<file path="config.mk">
export PLATFORM = sky130hd
export DESIGN_NAME = scr_div
export DESIGN_NICKNAME = d
export VERILOG_FILES = /design/src/rtl/srgb_contrast_ratio_top_assert.svh /design/src/rtl/scr_pkg.sv /design/src/rtl/scr_div.sv
export SDC_FILE = /design/constraint.sdc
export NUM_CORES = 2
export LEC_CHECK = 0
export ABC_AREA = 1
export BUFFER_PORTS_ARGS = -buffer_cell sky130_fd_sc_hd__clkbuf_2
export CAP_MARGIN = 5
export CORE_MARGIN = 8
export CORE_UTILIZATION = 40
export DETAILED_ROUTE_END_ITERATION = 10
export PLACE_DENSITY = 0.62
export SLEW_MARGIN = 30
export SYNTH_ARGS = -nofsm -noshare
export SYNTH_HDL_FRONTEND = slang
export SYNTH_SLANG_ARGS = --single-unit
</file>
<file path="constraint.sdc">
create_clock -name clk -period 2.4 [get_ports clk]
set_input_delay 0.48 -clock clk [delete_from_list [all_inputs] [get_ports clk]]
set_output_delay 0.48 -clock clk [all_outputs]
set_load 0.01 [all_outputs]
</file>
<file path="src/rtl/srgb_contrast_ratio_top_assert.svh">
// Assertion macros for the sRGB contrast ratio block.
// Each macro expects signals named clk and rst_n in the using scope.
`ifndef SRGB_CONTRAST_RATIO_TOP_ASSERT_SVH
`define SRGB_CONTRAST_RATIO_TOP_ASSERT_SVH

// The consequent must hold in the same cycle as the antecedent.
`define SCR_ASSERT_NOW(lbl, ante, cons) \
  lbl: assert property (@(posedge clk) disable iff (!rst_n) (ante) |-> (cons)) \
    else $error("contrast ratio block: same-cycle check failed");

// The consequent must hold in the cycle after the antecedent.
`define SCR_ASSERT_NEXT(lbl, ante, cons) \
  lbl: assert property (@(posedge clk) disable iff (!rst_n) (ante) |=> (cons)) \
    else $error("contrast ratio block: next-cycle check failed");

`endif

</file>
<file path="src/rtl/scr_pkg.sv">
// Shared constants, types and the sRGB curve function of the contrast ratio block.
// No dependencies.
package scr_pkg;

  localparam int FRAC_BITS_DEF = 16;
  localparam int COLOUR_W      = 24;
  localparam int THRESH_W      = 21;
  localparam int THRESH_FRAC   = 16;
  localparam int THRESH_RESET  = 196608;
  localparam int CFG_IDX_W     = 1;
  localparam int CFG_DATA_W    = 24;

  typedef logic [COLOUR_W-1:0] colour_t;

  localparam logic [CFG_IDX_W-1:0] REG_GROUND_COLOUR = 1'b0;
  localparam logic [CFG_IDX_W-1:0] REG_INK_THRESHOLD = 1'b1;

  localparam colour_t COLOUR_WHITE = 24'hFFFFFF;

  // Luminance weights scaled by ten thousand, with rounding bias.
  localparam int LUM_W_R  = 2126;
  localparam int LUM_W_G  = 7152;
  localparam int LUM_W_B  = 722;
  localparam int LUM_BIAS = 5000;
  localparam int LUM_DIV  = 10000;

  // The 0.05 floor is held exactly as a factor of twenty on the luminance.
  localparam int FLOOR_MUL   = 20;
  localparam int WHITE_RATIO = 21;
  localparam int CURVE_KNEE  = 10;

  function automatic longint unsigned fifth_q31(longint unsigned s);
    longint unsigned p2;
    longint unsigned p4;
    p2 = (s * s) >> 31;
    p4 = (p2 * p2) >> 31;
    return (p4 * s) >> 31;
  endfunction

  // Linear value of one 8-bit sRGB code in Q1.fb. Only evaluated at elaboration.
  function automatic longint unsigned curve_value(int unsigned c, int unsigned fb);
    longint unsigned cc;
    longint unsigned t;
    longint unsigned sq;
    longint unsigned lo;
    longint unsigned hi;
    longint unsigned mid;
    cc = longint'(c);
    if (c <= CURVE_KNEE) begin
      return (cc * 64'd50 * (64'd1 << fb) + 64'd82365) / 64'd164730;
    end
    t  = (((64'd1000 * cc + 64'd14025) << 31) + 64'd134512) / 64'd269025;
    sq = (t * t) >> 31;
    lo = 64'd0;
    hi = 64'd1 << 31;
    while (lo < hi) begin
      mid = (lo + hi + 64'd1) >> 1;
      if (fifth_q31(mid) <= sq) begin
        lo = mid;
      end else begin
        hi = mid - 64'd1;
      end
    end
    return (sq * lo + (64'd1 << (61 - fb))) >> (62 - fb);
  endfunction

endpackage

</file>
<file path="src/rtl/scr_div.sv">
// Pipelined restoring divider, one quotient bit per stage, with a sideband.
// Depends on scr_pkg for the default fraction width.
module scr_div import scr_pkg::*; #(
  parameter int FRAC_BITS = FRAC_BITS_DEF,
  parameter int SIDE_W    = 1
) (
  input  logic                     clk,
  input  logic                     en,
  input  logic [2*FRAC_BITS+4:0]   num,
  input  logic [FRAC_BITS+4:0]     den,
  input  logic [SIDE_W-1:0]        side_in,
  output logic [FRAC_BITS+4:0]     quo,
  output logic [SIDE_W-1:0]        side_out
);

  localparam int NW = 2 * FRAC_BITS + 5;
  localparam int DW = FRAC_BITS + 5;
  localparam int QW = FRAC_BITS + 5;
  localparam int EW = DW + QW;

  logic [NW-1:0]     rem_r  [QW];
  logic [DW-1:0]     den_r  [QW];
  logic [QW-1:0]     q_r    [QW];
  logic [SIDE_W-1:0] side_r [QW];

  for (genvar s = 0; s < QW; s++) begin : g_stage
    localparam int J = QW - 1 - s;
    logic [NW-1:0]     rem_in, rem_nxt;
    logic [DW-1:0]     den_in;
    logic [QW-1:0]     q_in, q_nxt;
    logic [SIDE_W-1:0] side_in_s;
    logic [EW-1:0]     shifted;
    logic              ge;

    if (s == 0) begin : g_first
      assign rem_in    = num;
      assign den_in    = den;
      assign q_in      = '0;
      assign side_in_s = side_in;
    end else begin : g_next
      assign rem_in    = rem_r[s-1];
      assign den_in    = den_r[s-1];
      assign q_in      = q_r[s-1];
      assign side_in_s = side_r[s-1];
    end

    always_comb begin
      shifted  = EW'(den_in) << J;
      ge       = EW'(rem_in) >= shifted;
      rem_nxt  = ge ? NW'(EW'(rem_in) - shifted) : rem_in;
      q_nxt    = q_in;
      q_nxt[J] = ge;
    end

    always_ff @(posedge clk) begin
      if (en) begin
        rem_r[s]  <= rem_nxt;
        den_r[s]  <= den_in;
        q_r[s]    <= q_nxt;
        side_r[s] <= side_in_s;
      end
    end
  end

  assign quo      = q_r[QW-1];
  assign side_out = side_r[QW-1];

endmodule

</file>
# Word-level counts from Yosys, hierarchy flattened
# Memory sizes are Yosys's and may differ from the RTL's.
# Index checks and enable logic that the tools add are counted.
# totals
ram_bits,1680
inputBits,61
memories,4
out_inout_bits,22
ff_bits,0
# mem_list
memory,depth,width,read_ports,rd_clocked_by_memory_dff,wr,line,rtl
rem_r,21,37,20,0,21,scr_div.sv:21,logic [NW-1:0] rem_r [QW];
den_r,21,21,20,0,21,scr_div.sv:22,logic [DW-1:0] den_r [QW];
q_r,21,21,21,0,21,scr_div.sv:23,logic [QW-1:0] q_r [QW];
side_r,21,1,21,0,21,scr_div.sv:24,logic [SIDE_W-1:0] side_r [QW];
# op_classes
order_cmp,21
n_mux,23
n_addsub,21
# ops
op,count
37-bit two-way mux,21
37-bit subtractor,5
37-bit by 41-bit >= comparator with 1-bit output,1
37-bit by 40-bit >= comparator with 1-bit output,1
37-bit by 39-bit >= comparator with 1-bit output,1
37-bit by 38-bit >= comparator with 1-bit output,1
37-bit by 21-bit >= comparator with 1-bit output,1
37-bit by 22-bit >= comparator with 1-bit output,1
37-bit by 23-bit >= comparator with 1-bit output,1
37-bit by 24-bit >= comparator with 1-bit output,1
37-bit by 25-bit >= comparator with 1-bit output,1
37-bit by 26-bit >= comparator with 1-bit output,1
37-bit by 27-bit >= comparator with 1-bit output,1
37-bit by 28-bit >= comparator with 1-bit output,1
37-bit by 29-bit >= comparator with 1-bit output,1
37-bit by 30-bit >= comparator with 1-bit output,1
37-bit by 31-bit >= comparator with 1-bit output,1
37-bit by 32-bit >= comparator with 1-bit output,1
37-bit by 33-bit >= comparator with 1-bit output,1
37-bit by 34-bit >= comparator with 1-bit output,1
37-bit by 35-bit >= comparator with 1-bit output,1
37-bit by 36-bit >= comparator with 1-bit output,1
37-bit >= comparator,1
37-bit by 21-bit subtractor with 37-bit output,1
other kinds (16),17

# Logic depth before layout (Yosys ltp)
# An unclocked memory read counts as a cell.
# logic_depth
depth_word,3
depth_mapped,17

# Least setup slack after synthesis
# Ideal clock, no wire load.
# synth_path
path_kind,register to register
from,memory den_r[2][0] (netlist name)
to,"memory rem_r[1][49] (netlist name), data pin"
path_stages_with_launch,13
n_path_buf,1
t_arrival_ps,2076
required_ps,2139
setup_slack_ps,63
setup_ps,261
cell_sequence,edfxtp_1 ha_1 fa_1 nand3b_1 nand2_1 nand2_1 nand2_1 nand2_1 nand2_1 nand3_2 nand3_2 buf_4 o21ai_0
# synth_rtl
element,line
"start, declared",scr_div.sv:22
"end, declared",scr_div.sv:21

==> metrics.log <==
[metrics] total of warnings raised by yosys: 0
[metrics] count of different cell masters after synthesis: 53
[metrics] commonest cells in the netlist: sky130_fd_sc_hd__nand2_1 (2768), sky130_fd_sc_hd__inv_1 (1528), sky130_fd_sc_hd__edfxtp_1 (1412)
[metrics] horizontal die dimension: 468 um
[metrics] most numerous cell in the Yosys netlist: sky130_fd_sc_hd__nand2_1
[metrics] register area: 42400 um^2
[metrics] number of cells traversed by the worst register-to-register path: 10
[metrics] Met3 Routed Length: 13800 um
[metrics] pre-CTS worst setup slack: -376 ps
[metrics] Clk Latency, worst-skew pair: 830 ps
[metrics] dominant register cell in the synthesized netlist: sky130_fd_sc_hd__edfxtp_1
[metrics] initial cell density of the core: 40.1%
[metrics] Antenna Violating Nets Remaining: 0
[metrics] overall fraction of global-route tracks in use: 23.4%
[metrics] Final Critical Period: 2440 ps
[metrics] top cell type by total area after synthesis: sky130_fd_sc_hd__edfxtp_1
[metrics] clock tree from TritonCTS: done
[metrics] most area-consuming cells after synthesis: sky130_fd_sc_hd__edfxtp_1 (52%), sky130_fd_sc_hd__nand2_1 (13%), sky130_fd_sc_hd__inv_1 (7.0%)
[metrics] total of max-cap violations: 0
[metrics] number of global-route vias before repair: 67500
[metrics] number of register bits inferred by synthesis: 1412
[metrics] proportion of netlist area held by the largest area contributor: 51.9%
[metrics] initial antenna violation count: 7
[metrics] number of buffers added by the clock tree synthesis step: 160
[metrics] largest net degree at the start of global routing: 104
[metrics] worst r2r dst: rem_r[1][120]
[metrics] detailed-route DRC error count: 0
[metrics] pwr dens: 1080 nW/um^2
[metrics] floorplan row count: 166
[metrics] run status: finished with violations
[metrics] number of fill cells: 18500
[metrics] crit start category: flip-flop
[metrics] Final Hold Vio Count: 0
[metrics] setup ws final: -42.1 ps
[metrics] Synth Area per Inst: 8.68 um^2
[metrics] met2 wire len: 133000 um
[metrics] first-pass GRT wire length: 396000 um
[metrics] placed standard-cell area: 94400 um^2
[metrics] depth of the CTS H-tree: 4
[metrics] worst rel slew slack: 57.7%
[metrics] worst-path maximum fanout: 10
[metrics] EDFF count, synth: 1412
[metrics] ratio of cells with drive above 1 in the final layout: 24.7%
[metrics] CTS sink count: 1412
[metrics] I/O Pins: 83
[metrics] total number of vias: 70300
[metrics] wire length per cell after detailed routing: 19.4 um
[metrics] area of the multi-input gates: 37800 um^2
[metrics] violated checks: setup timing
[metrics] R2R setup slack: -40 ps
[metrics] required time reported for the critical path endpoint: 3000 ps
[metrics] final design instance area without fill: 108000 um^2
[metrics] detailed-placement wirelength estimate: 212000 um
[metrics] leakage power summed over all cells: 48.2 nW
[metrics] type of the most critical hold path: in -> reg
[metrics] R2R Path Start: rem_r[1][100]
[metrics] area overhead of the layout relative to synthesis: 32.2%
[metrics] critical path endpoint category: flip-flop
[metrics] # port buffers: 82
[metrics] cell area after synthesis: 81600 um^2
[metrics] total count of max-transition violations in the final report: 0
[metrics] synthesized net count: 9912
[metrics] 1st-pass router iterations: 6
[metrics] final layout net count: 11600
[metrics] ratio of final minimum period to clock period: 102%
[metrics] skew final: 41.5 ps
[metrics] post-synthesis async set-or-reset flop share: 0%
[metrics] Highest Signal Layer: met4
[metrics] hold depth: 3
[metrics] highest achievable clock rate: 0.409 GHz
[metrics] setup violators final: 4
[metrics] Vias per Instance: 5.05
[metrics] share of the yosys chip area belonging to registers: 51.9%
[metrics] destination of the worst hold path: rem_r[0][26]
[metrics] CTS root buf: sky130_fd_sc_hd__clkbuf_16
[metrics] Post-Route M1 WL: 113000 um
[metrics] clock-pin slew on the worst setup and hold paths: 60 ps
[metrics] critical path class: reg -> reg
[metrics] Core ar.: 204000 um^2
[metrics] pin slew with the least headroom to its limit: 628 ps
[metrics] RD Place Congestion: 0.952
[metrics] buffers from clock root to sink, at most: 3
[metrics] cell count after synthesis: 9400
[metrics] Max IR drop VDD: 0.784 mV
[metrics] setup repair after global routing missed its margin: yes
[metrics] Starting DRT DRC Count: 5921
[metrics] global route total overflow: 0
[metrics] Die Height: 468 um
[metrics] data arrival time of the worst path: 3040 ps
[metrics] total detailed-routing wirelength: 269000 um
[metrics] Min-Delay Startpoint: num[26]
[metrics] area of the die: 219000 um^2
worst max-delay path: stages, from the launching register on:
cell and delay, ps:
sky130_fd_sc_hd__edfxtp_1 460, sky130_fd_sc_hd__ha_4 290, sky130_fd_sc_hd__a21oi_1 210, sky130_fd_sc_hd__o21ai_0 160, sky130_fd_sc_hd__inv_1 80, sky130_fd_sc_hd__nand2_1 90, sky130_fd_sc_hd__a21oi_2 170, sky130_fd_sc_hd__buf_4 130
sky130_fd_sc_hd__nand3_2 110, sky130_fd_sc_hd__buf_6 170, sky130_fd_sc_hd__o21ai_0 350
how the worst max path moves through the flow:
stage | cells after the start | from | endpoint | slack (ps)
6_report | 10 | rem_r[1][100] | rem_r[1][120] | -40
2_1_floorplan | 12 | den_r[2][0] | rem_r[1][49] | 60
3_5_place_dp | 10 | rem_r[1][125] | rem_r[1][176] | -380
4_1_cts | 14 | den_r[4][16] | rem_r[2][52] | -4
3_3_place_gp | 10 | rem_r[1][125] | rem_r[1][176] | -410
5_1_grt | 14 | den_r[4][11] | rem_r[2][43] | -110
per-layer routing:
layer / GRT usage, % / up-vias
met5: 0 / -
met4: 7.49 / 0
met3: 3.04 / 451
met2: 41.2 / 1993
met1: 29.9 / 33300
li1: - / 34500
what timing repair did:
action / in CTS / in global routing
buffers inserted: 79 / 184
gates cloned: 10 / 12
hold buffers: 53 / 0
pin swaps: 56 / 203
hold endpoints to repair: 53 / 0
resized for setup: 323 / 849
endpoints found under the setup margin: 342 / 502
final cells by class:
| class | instances | area share, % |
|---|---|---|
| Timing Repair inverter | 4 | 0.0348 |
| Clock inverter | 113 | 1.24 |
| Clock buffer | 180 | 3.78 |
| Multi-Input combinational cell | 6362 | 35.1 |
| Sequential cell | 1412 | 39.3 |
| Timing Repair Buffer | 1604 | 12.1 |
| Inverter | 1543 | 5.43 |
| Antenna cell | 2 | 0.00464 |
| Tap cell | 2688 | 3.12 |
metrics by stage:
stage	hold WS, ps	cells	TNS (ps)	utilization, %	power [mW]
CTS	0.457	13700	-4.02	50.5	112
finish	58.6	13900	-62.8	53.0	117
detailed placement	405	13300	-29780	46.3	84.1
global placement	400	13300	-27150	46.3	84.0
floorplan	400	9400	0	-	61.8
global route	37.2	13900	-4130	53.0	124
sequential cells by signal (all words and copies together) (netlist names):
register	flops
side_r	21
den_r	420
q_r	231
rem_r	740
cells in the final DEF (no fill, tap or decap), types with 226 or more instances in the layout:
master                        n
sky130_fd_sc_hd__a21oi_1    377
sky130_fd_sc_hd__buf_4     1377
sky130_fd_sc_hd__edfxtp_1  1412
sky130_fd_sc_hd__ha_1       227
sky130_fd_sc_hd__inv_1     1474
sky130_fd_sc_hd__nand2_1   2510
sky130_fd_sc_hd__nand2_2    226
sky130_fd_sc_hd__nand3_1    428
sky130_fd_sc_hd__nand4_1    227
sky130_fd_sc_hd__nor2_1     693
sky130_fd_sc_hd__o21ai_0    310
logic make-up after synthesis:
kind of cell | synth area share, %
AOI/OAI and AO/OA | 6.97
xor gates and xnor gates | 2.89
adders and majority gates | 7.10
buffers and inverters | 7.77
DFF | 51.9
and+or+nand+nor | 23.3
where the power goes:
part	internal (mW)	switching, mW	leakage [nW]
clock	14.3	10.8	2.59
combinational	23.6	30.4	31.9
sequential	33.3	4.58	13.7
total	71.3	45.7	48.2
Power figures use the tool's default switching activity.
